--- config.mk ---
export PLATFORM = sky130hd
export DESIGN_NAME = sgm_cell
export DESIGN_NICKNAME = d
export VERILOG_FILES = /design/src/design/sgm_pkg.sv /design/src/design/sgm_cell.sv
export SDC_FILE = /design/constraint.sdc
export NUM_CORES = 1
export LEC_CHECK = 0
export ABC_CLOCK_PERIOD_IN_PS = 2000
export BUFFER_PORTS_ARGS = -buffer_cell sky130_fd_sc_hd__buf_2
export CORE_AREA = 2 2 460 462
export DETAILED_ROUTE_END_ITERATION = 12
export DIE_AREA = 0 0 462 464
export GPL_TIMING_DRIVEN = 0
export MAX_ROUTING_LAYER = met4
export PLACE_DENSITY_LB_ADDON = 0.08
export SYNTH_ARGS = -nofsm -noshare
export SYNTH_HDL_FRONTEND = slang
export SYNTH_SLANG_ARGS = --single-unit
--- constraint.sdc ---
create_clock -name clock -period 2 [get_ports clock]
set_input_delay 0.1 -clock clock [delete_from_list [all_inputs] [get_ports clock]]
set_output_delay 0.1 -clock clock [all_outputs]
set_load 0.03 [all_outputs]
--- src/design/sgm_pkg.sv ---
// Shared types and constants for the sustained growth monitor.
package sgm_pkg;

   localparam int unsigned DATA_W   = 48;
   localparam int unsigned FILL_W   = 6;
   localparam int unsigned THR_W    = 4;
   localparam int unsigned COUNT_W  = 7;
   localparam int unsigned CSR_IDX_W = 2;

   localparam logic [CSR_IDX_W-1:0] CSR_GROWTH_THRESHOLD = 2'd0;
   localparam logic [CSR_IDX_W-1:0] CSR_MIN_GROWTH_BYTES = 2'd1;

   localparam logic [THR_W-1:0]  THRESHOLD_RESET = 4'd3;
   localparam logic [DATA_W-1:0] MIN_GROWTH_RESET = 48'd4096;
   localparam logic [FILL_W-1:0] THRESHOLD_FLOOR = 6'd2;

   typedef struct packed {
      logic              valid;
      logic              seen;
      logic [FILL_W-1:0] fill;
      logic [DATA_W-1:0] handle;
      logic [DATA_W-1:0] stamp;
      logic [DATA_W-1:0] last_alert;
   } sgm_entry_type;

endpackage

--- src/design/sgm_cell.sv ---
// One table entry of the rotating chain: key, sample line and flags, with local key match.
module sgm_cell
   import sgm_pkg::*;
#(
   parameter int unsigned RING_DEPTH = 8
) (
   input  logic                              clock,
   input  logic                              reset,
   input  logic                              shift,
   input  sgm_entry_type                     ent_in,
   input  logic [RING_DEPTH-1:0][DATA_W-1:0] ring_in,
   input  logic [DATA_W-1:0]                 key_handle,
   input  logic [DATA_W-1:0]                 key_stamp,
   output sgm_entry_type                     ent_out,
   output logic [RING_DEPTH-1:0][DATA_W-1:0] ring_out,
   output logic                              hit,
   output logic                              free
);

   sgm_entry_type                     ent_ff;
   logic [RING_DEPTH-1:0][DATA_W-1:0] ring_ff;

   always_ff @(posedge clock) begin
      if (shift) begin
         ent_ff  <= ent_in;
         ring_ff <= ring_in;
      end
      if (reset) begin
         ent_ff.valid <= 1'b0;
         ent_ff.seen  <= 1'b0;
      end
   end

   assign ent_out  = ent_ff;
   assign ring_out = ring_ff;
   assign hit  = ent_ff.valid && (ent_ff.handle == key_handle) && (ent_ff.stamp == key_stamp);
   assign free = !ent_ff.valid;

endmodule

# ---- Word level (Yosys, flattened, before mapping)
# Cells that the tools add are included.
dict set report totals {
  reg_bits 536
  input_bits 635
  elab_cells 19
}
dict set report op_classes {
  n_eq_ne 2
  reduce_logical 3
}
# operator count
set op_table {}
lappend op_table {{== test 48 bit} 2}
lappend op_table {{logical AND 1 bit} 2}
lappend op_table {{logical NOT 1 bit} 1}

# ---- Logic depth before layout (Yosys ltp)
# Gate-level depths: netlist of the first run.
dict set report logic_depth {
  ltp_word 3
  depth_mapped 5
  ltp_nobuf 5
}

# ---- Worst setup path after synthesis of the first run
# No wires, ideal clock.
dict set report synth_path {
  path_type {register to output}
  start {register ent_ff (netlist bit ent_out[119])}
  end {output hit}
  arrival_time_ns 2.335
  path_slack_ns -0.435
  path_stages_with_launch 6
  path_buffers 0
  path_cell_list {edfxtp_1 > nand2b_1 > o2111ai_1 > or4_1 > or4_1 > nor4_2}
}
dict set report synth_via {
  elab_chain_cells 3
}
# element line_no
set synth_rtl {}
lappend synth_rtl {{start, declared} sgm_cell.sv:20} ;# sgm_entry_type ent_ff;
lappend synth_rtl {{start signal, assigned} sgm_cell.sv:25} ;# ent_ff <= ent_in;
lappend synth_rtl {{== test 48 bit} sgm_cell.sv:36} ;# assign hit = ent_ff.valid && (ent_ff.handle == key_handle) && (ent_ff.stamp == key_stamp);
lappend synth_rtl {{logical AND 1 bit (2 in series)} sgm_cell.sv:36}
lappend synth_rtl {{end, declared} sgm_cell.sv:16} ;# output logic hit,
# No other way between the ends.

# ---- Worst setup path in the final report of the first run
dict set report layout_path {
  start {register ent_ff (netlist bit ent_out[132])}
  end {output hit}
}
# The elaborated chain is that of the path after synthesis.

==> flow_summary.yaml, run 1 <==
outcome:
  status: "finished with violations"
  violations: "hold timing, setup timing"
detailed_routing:
  routedWlPerCell_um: 19.5
  drt_iter0_markers: 516
  drc: 0
  drt_pass1_iterations: 5
  drtAntennaViolNets: 0
  vias: 14500
  vias_per_cell: 2.67
  drt_wl_total_um: 106000
sta:
  slew_violations: 0
  tightest_slew_ns: 0.866
  setup_viol_count_final: 1
  setup_slack_ns: -0.983
  rsz0062_at_grt: "yes"
  fin_hold_ws_ns: -0.0889
  timing.final.crit_share: 1.49
  fmax_ghz: 0.335
  fin_crit_ns: 2.98
  finClkSkew_ns: 0
  slew_headroom: 0.423
  finalHoldViolCount: 67
layout:
  layout.area.seq_um2: 16100
  drive_above_1_share: 0.505
  fill_cells: 23100
  fin_nets: 3183
  final-instance-count-excl-fill: 5444
  area.growth.synth_to_final_pct: 105
  multi_input_area_um2: 1270
  utilization: 0.170
synth:
  synth_cell_types: 28
  ys.flop_type: "edfxtp_1"
  yosys.area.top_type: "edfxtp_1"
  yosysWarnings: 0
  async_reset_ff_frac: 0
  synth_area_um2: 17300
  seq_area_frac_synth: 0.928
  syn_nets: 1345
  synth-edff-count: 534
  avgSynthCellArea_um2: 24.4
  synthTopCellsByArea: "edfxtp_1 (93%), xor2_1 (2.2%), xnor2_1 (0.96%)"
  synth_top_area_share: 0.926
  ys_ff_latch: 536
  netlist_instances: 710
place:
  dp_hpwl_um: 87100
  port_buffers: 1172
  place.gp.congestion: 0.765
  dp_cells: 4693
  place_ws_ns: -1.24
cts:
  cts_tree: "built"
  clock_sinks: 536
  root_buffer: "clkbuf_16"
  clkTransAtPathRegs_ns: 0.05
  cts_buffer_depth: 3
  h-tree-depth: 3
  numCtsBuffers: 80
  insertion_delay_ns: 0.69
  hold_buffers: 572
setup_path:
  crit_path_end_kind: "output pin"
  cp_max_fo: 2
  crit_type: "reg -> out"
  critPathRequiredTime_ns: 1.90
  worstPathArrival_ns: 2.88
  slowest_stage: "or4_4"
  crit_family: "simple AND/OR/NAND/NOR gates"
  cp-start-kind: "flop"
  cp_slowest_stage_delay_ns: 0.60
  critical_path.cell_chain: "xor2_1 > nor4_2 > buf_4 > nand3_4 > or4_4 > nor4_4 > buf_6"
  crit_buf_inv: 2
power:
  p_per_area_nw_per_um2: 950
  peakVddDrop_uv: 607
  p_leak_uw: 0.0142
die:
  pin_count: 1173
  start_util: 0.0828
  design.core.area_um2: 209000
  die_width_um: 462
  fp.dieH_um: 464
  die_area_um2: 214000
  rows: 168
global_route:
  track_usage: 0.0982
  grt_pass1_wl_um: 139000
  antenna_found_initial: 56
  grt_pass1_vias: 16200
  grt_max_degree: 116
  gr-total-overflow: 0
flow_run:
  max_cap_viol_count: 0
worst_hold_path:
  hold_path_class: "in -> reg"
==> cell usage after synthesis (2+ instances only) <==
cell       count
edfxtp_1     534
xor2_1        43
inv_1         27
xnor2_1       19
nand2b_1      16
nor4_1        12
nor2b_1        9
nand4_1        7
o22ai_1        7
o2111ai_1      5
a2111oi_0      3
a221oi_1       3
nor2_1         3
a2111o_1       2
a22oi_1        2
dfxtp_1        2
mux2i_1        2
nand3_1        2
o221ai_1       2
or4_1          2
==> final cells by class <==
cell class | instances | share of cell area
Clock buffer | 97 | 0.0588
Inverter | 28 | 0.00296
Tap cell | 2805 | 0.0989
Timing Repair Buffer | 1756 | 0.332
Antenna cell | 35 | 0.00247
Clock inverter | 41 | 0.0160
Sequential cell | 536 | 0.453
Multi-Input combinational cell | 146 | 0.0357
==> repair_timing <==
item                                    in CTS  in global routing
setup buffers                                6                  0
endpoints found under the setup margin       1                  1
cloned                                       0                  0
endpoints found under the hold margin      603                 67
resized for setup                           21                  0
pin swaps                                    8                  0
==> cells by family after synthesis <==
| group | after synthesis | share of synthesized area |
|---|---|---|
| DFF | 536 | 0.928 |
| xor gates and xnor gates | 62 | 0.0313 |
| and+or+nand+nor | 56 | 0.0211 |
| buffers and inverters | 28 | 0.00607 |
| AOI/OAI and AO/OA | 26 | 0.0124 |
| muxes | 2 | 0.00116 |
==> power by group <==
part,switching (uW),internal [uW]
Sequential,359,13400
Combinational,3360,1910
Clock,5840,8860
==> final timing paths <==
path           startpoint             to  slack (ns)  depth (start not counted)
max          ent_out[132]            hit       -0.98                          7
min                 shift  ring_out[237]       -0.09                          1
max reg2reg  ent_out[151]   ent_out[151]        0.74                          3
min reg2reg  ent_out[150]   ent_out[150]        0.50                          2
==> layer usage <==
| metal | vias up | track usage | share of wire |
|---|---|---|---|
| met4 | 0 | 0.0316 | 0.030 |
| li1 | 6572 | - | - |
| met3 | 168 | 0.0462 | 0.11 |
| met5 | - | - | 0 |
| met1 | 6941 | 0.0978 | 0.36 |
| met2 | 836 | 0.168 | 0.50 |
==> placed cells by master (no fill, tap or decap), drive strengths merged, types with 3 or more instances in the layout <==
master / n
nand4: 8
clkinv: 26
a2111oi: 3
xor2: 43
nor2: 3
nor2b: 9
o2111ai: 5
inv: 30
a221oi: 3
buf: 1184
diode: 35
nand2b: 16
xnor2: 19
edfxtp: 534
clkbuf: 97
nor4: 13
bufinv: 11
o22ai: 7
dlygate4sd3: 572
==> per-stage QoR <==
stage,power (uW),TNS (ns),area [um2]
after global routing,35200,-1.21,35500
final,33700,-0.983,35500
after detailed placement,18300,-91.69,26900
after global placement,18600,-4627.25,26700
after CTS,34700,-1.16,35400
after floorplan,15900,-0.225,17300
==> state kept, by name (all words and copies together) (netlist names) <==
| name | flops |
|---|---|
| ring_out | 384 |
| ent_out | 152 |
Power figures use the tool's default switching activity.
==> run 2, diff against run 1 <==
- MAX_ROUTING_LAYER: met4 -> unset
==> run 2 against run 1 <==
The flow still finishes with violations (hold timing, setup timing). Global-route usage fell by 0.28 points. Utilization barely moved. Via count barely moved. Clock power barely moved. Non-clock buffer count did not move. Final cell count fell by 0.26%. Register-to-register slack barely moved.
==> flow_summary.yaml, run 2 (same netlist as run 1, synthesis figures left out) <==
place:
  port_buffers: 1172
  place_area_um2: 26900
  place.gp.congestion: 0.755
  dp_hpwl_um: 87100
layout:
  mostFrequentLayoutCell: "buf_2"
  drive_above_1_share: 0.505
  stdcell_area_um2: 35500
  fill_cells: 23100
  area.growth.synth_to_final_pct: 105
  largest_register_ffs: 384
  fin_nets: 3183
  utilization: 0.170
  final_cell_mix: "buf_2 (1,170), dlygate4sd3_1 (572), edfxtp_1 (534), clkbuf_16 (81), xor2_1 (43)"
sta:
  slew_violations: 0
  setup_viol_count_final: 1
  slew_headroom: 0.393
  timing.final.crit_share: 1.49
  finalHoldViolCount: 67
  setup_tns_ns: -0.979
  fin_hold_ws_ns: -0.0854
  fin_crit_ns: 2.98
  finClkSkew_ns: 0
  rsz0062_at_grt: "yes"
  setup_slack_ns: -0.979
  tightest_slew_ns: 0.911
  fmax_ghz: 0.336
power:
  combPwrFrac: 0.157
  p_switching_uw: 9550
  peakVddDrop_uv: 609
  p_leak_uw: 0.0142
  p_per_area_nw_per_um2: 950
  internal_power_uw: 24100
  switching_share: 0.283
  power_frac_seq: 0.408
  power.share.clock: 0.436
cts:
  hold_buffers: 572
  h-tree-depth: 3
  numCtsBuffers: 80
  clkTransAtPathRegs_ns: 0.05
  cts_tree: "built"
  root_buffer: "clkbuf_16"
  clock_sinks: 536
  cts_buffer_depth: 3
  insertion_delay_ns: 0.69
flow_run:
  max_cap_viol_count: 0
setup_path:
  ff2ff_path_depth: 3
  crit_type: "reg -> out"
  crit_path_end_kind: "output pin"
  critPathRequiredTime_ns: 1.90
  rr_startpoint: "ent_out[151]"
  r2r_end: "ent_out[151]"
  rrSetupSlack_ns: 0.73
  cp_max_fo: 2
  worstPathArrival_ns: 2.88
  cp-start-kind: "flop"
global_route:
  grt_max_degree: 116
  grt_pass1_vias: 16200
  grt_pass1_wl_um: 139000
  antenna_found_initial: 58
  gr-total-overflow: 0
  track_usage: 0.0954
die:
  design.core.area_um2: 209000
  die_width_um: 462
  die_area_um2: 214000
  fp.dieH_um: 464
  rows: 168
  pin_count: 1173
  start_util: 0.0828
worst_hold_path:
  hp-start: "shift"
  hold_path_class: "in -> reg"
  hold_end: "ring_out[237]"
  hold_depth: 1
detailed_routing:
  drc: 0
  drtAntennaViolNets: 0
  drt_pass1_iterations: 5
  drt_wl_total_um: 106000
  vias_per_cell: 2.67
  routedWlPerCell_um: 19.6
  vias: 14500
  drt_iter0_markers: 474
outcome:
  status: "finished with violations"
  violations: "hold timing, setup timing"
run 2: final cells by class:
class / instances / area (um2) / share of cell area
multi-input cells: 146 / 1270 / 0.0357
clock inverters: 41 / 567 / 0.0160
clock buffers: 97 / 2090 / 0.0589
repair buffers: 1756 / 11800 / 0.333
inverters: 28 / 105 / 0.00296
diodes: 21 / 52.6 / 0.00148
flip-flops and latches: 536 / 16100 / 0.453
well taps: 2805 / 3510 / 0.0990
run 2: repair_timing:
item,CTS,global route
setup endpoints to repair,1,1
hold endpoints to repair,603,67
pin swaps,8,0
gates cloned,0,0
setup buffers,6,0
gates resized for setup,21,0
run 2: per-stage QoR:
stage | setup slack, ns | cells | power, uW
2_1_floorplan | -0.225 | 710 | 15900
4_1_cts | -1.16 | 5409 | 34700
5_1_grt | -1.20 | 5426 | 35300
3_3_place_gp | -8.85 | 4687 | 18600
6_report | -0.979 | 5430 | 33700
3_5_place_dp | -1.24 | 4693 | 18300
run 2: worst max-delay path by stage:
| stage | from | endpoint | slack [ns] | cells past startpoint |
|---|---|---|---|---|
| 2_1_floorplan | ent_out[119] | hit | -0.23 | 5 |
| 3_3_place_gp | shift | ring_out[314] | -8.85 | 1 |
| 3_5_place_dp | ent_out[83] | hit | -1.24 | 6 |
| 4_1_cts | ent_out[58] | hit | -1.16 | 6 |
| 5_1_grt | ent_out[132] | hit | -1.20 | 7 |
| 6_report | ent_out[132] | hit | -0.98 | 7 |
run 2: worst max-delay path: stages (launching register included):
cell and delay [ns]:
edfxtp_1 0.39, xor2_1 0.18, nor4_2 0.31, buf_4 0.22, nand3_4 0.16, or4_4 0.60
nor4_4 0.16, buf_6 0.17
run 2: power by group through the flow:
stage          sequential (uW)  combinational, uW  clock (uW)
6_report                 13700               5280       14700
5_1_grt                  13800               5620       15800
4_1_cts                  13800               5450       15500
3_5_place_dp             14000               4360           0
3_3_place_gp             14200               4350           0
2_1_floorplan            15700                209           0
run 2: routing by layer:
metal  wire length [um]  vias to the layer above  GRT usage
li1                   -                     6551          -
met1              37500                     6917     0.0954
met2              53300                      827      0.168
met3              12200                      192     0.0505
met4               3240                       34     0.0316
met5                214                        -          0
==> run 3, diff against run 2 <==
- CORE_AREA: 2 2 460 462 -> 2 2 451 453
- DIE_AREA: 0 0 462 464 -> 0 0 453 455
==> run 3 against run 2 <==
The flow still finishes with violations (hold timing, setup timing). Combinational power barely moved. Die area fell by 3.8%. Sequential share of layout area rose by 0.66 points. Cell area fell by 1.4%. Critical path type unchanged. Critical endpoint unchanged.
==> flow_summary.yaml, run 3 (same netlist as run 1, synthesis figures left out) <==
outcome:
  status: "finished with violations"
  violations: "hold timing, setup timing"
power:
  internal_power_uw: 23600
  p_per_area_nw_per_um2: 949
  peakVddDrop_uv: 587
  finalPower_uw: 33200
  p_leak_uw: 0.0140
  power.share.clock: 0.426
  switching_share: 0.289
  p_switching_uw: 9580
  combPwrFrac: 0.159
  power_frac_seq: 0.415
die:
  pin_count: 1173
  die_area_um2: 206000
  start_util: 0.0861
  fp.dieH_um: 455
  die_width_um: 453
  rows: 165
  design.core.area_um2: 201000
detailed_routing:
  drt_wl_total_um: 109000
  drt_iter0_markers: 620
  drtAntennaViolNets: 0
  drc: 0
  vias_per_cell: 2.74
  routedWlPerCell_um: 20.7
  drt_pass1_iterations: 5
  vias: 14400
layout:
  utilization: 0.174
  drive_above_1_share: 0.511
  final_cell_mix: "buf_2 (1,170), dlygate4sd3_1 (543), edfxtp_1 (534), clkbuf_16 (81), xor2_1 (43)"
  largest_register_ffs: 384
  area.growth.synth_to_final_pct: 102
  mostFrequentLayoutCell: "buf_2"
  fin_nets: 3153
setup_path:
  slowest_stage: "or4_4"
  cp_slowest_stage_delay_ns: 0.63
  critPathRequiredTime_ns: 1.90
  crit_path_end_kind: "output pin"
  cp-start-kind: "flop"
  cp_max_fo: 2
  worstPathArrival_ns: 2.87
  crit_type: "reg -> out"
  critical_path.cell_chain: "xor2_1 > nor4_1 > nand4_1 > or4_4 > nor4_4 > buf_6"
cts:
  numCtsBuffers: 79
  insertion_delay_ns: 0.67
  h-tree-depth: 3
  hold_buffers: 543
  root_buffer: "clkbuf_16"
  clkTransAtPathRegs_ns: 0.05
  cts_tree: "built"
  clock_sinks: 536
  cts_buffer_depth: 3
global_route:
  antenna_found_initial: 38
  grt_max_degree: 117
  track_usage: 0.100
  gr-total-overflow: 0
  grt_pass1_vias: 15900
  grt_pass1_wl_um: 139000
sta:
  fmax_ghz: 0.337
  fin_crit_ns: 2.97
  rsz0062_at_grt: "yes"
  tightest_slew_ns: 0.786
  finalHoldViolCount: 44
  setup_slack_ns: -0.971
  slew_violations: 0
  slew_headroom: 0.476
  finClkSkew_ns: 0
  timing.final.crit_share: 1.49
  fin_hold_ws_ns: -0.146
  setup_viol_count_final: 1
place:
  port_buffers: 1172
  dp_hpwl_um: 89600
  place.gp.congestion: 0.836
flow_run:
  max_cap_viol_count: 0
worst_hold_path:
  hold_path_class: "in -> reg"
[run 3: stage by stage]
step	instance area, um2	setup slack (ns)	hold slack (ns)	instances	TNS, ns
floorplan	17300	-0.225	0.172	710	-0.225
global placement	26600	-8.95	0.276	4554	-4626.78
detailed placement	26700	-1.74	0.278	4559	-74.97
CTS	34900	-1.26	-0.227	5251	-1.26
global route	34900	-1.18	-0.185	5256	-1.18
finish	35000	-0.971	-0.146	5264	-0.971
[run 3: final timing paths]
path                 from      endpoint  slack, ns  cells past startpoint
min                 shift  ring_out[47]      -0.15                      1
min reg2reg  ent_out[151]  ent_out[151]       0.59                      2
max          ent_out[102]           hit      -0.97                      6
max reg2reg  ent_out[150]  ent_out[150]       0.87                      3
[run 3: worst max-delay path: cells and delay by family, from the launching register on]
family                    cells  cell delay, ns
buffers and inverters         1            0.17
DFF                           1            0.50
xor gates and xnor gates      1            0.18
and+or+nand+nor               4            1.34
[run 3: repair_timing]
action	4_1_cts	5_1_grt
endpoints found under the setup margin	1	1
resized for setup	27	4
hold endpoints to repair	609	73
pin swaps	7	6
buffers inserted	7	0
[run 3: area by class of cell]
class / instances / area [um2]
Antenna cell: 13 / 32.5
Clock buffer: 96 / 2080
Clock inverter: 46 / 465
Fill cell: 22300 / 166000
Inverter: 28 / 105
Multi-Input combinational cell: 146 / 1340
Sequential cell: 536 / 16100
Tap cell: 2672 / 3340
Timing Repair Buffer: 1727 / 11500
[run 3: layer usage]
metal | global-route usage | part of all wire
met1 | 0.101 | 0.34
met2 | 0.184 | 0.53
met3 | 0.0458 | 0.094
met4 | 0.0311 | 0.028
met5 | 0 | 0.00039
[run 3: power groups by stage]
stage	sequential, uW	combinational, uW	clock, uW
global route	13900	5620	15300
detailed placement	14000	4420	0
CTS	13800	5470	15000
global placement	14200	4400	0
finish	13800	5290	14100
floorplan	15700	209	0
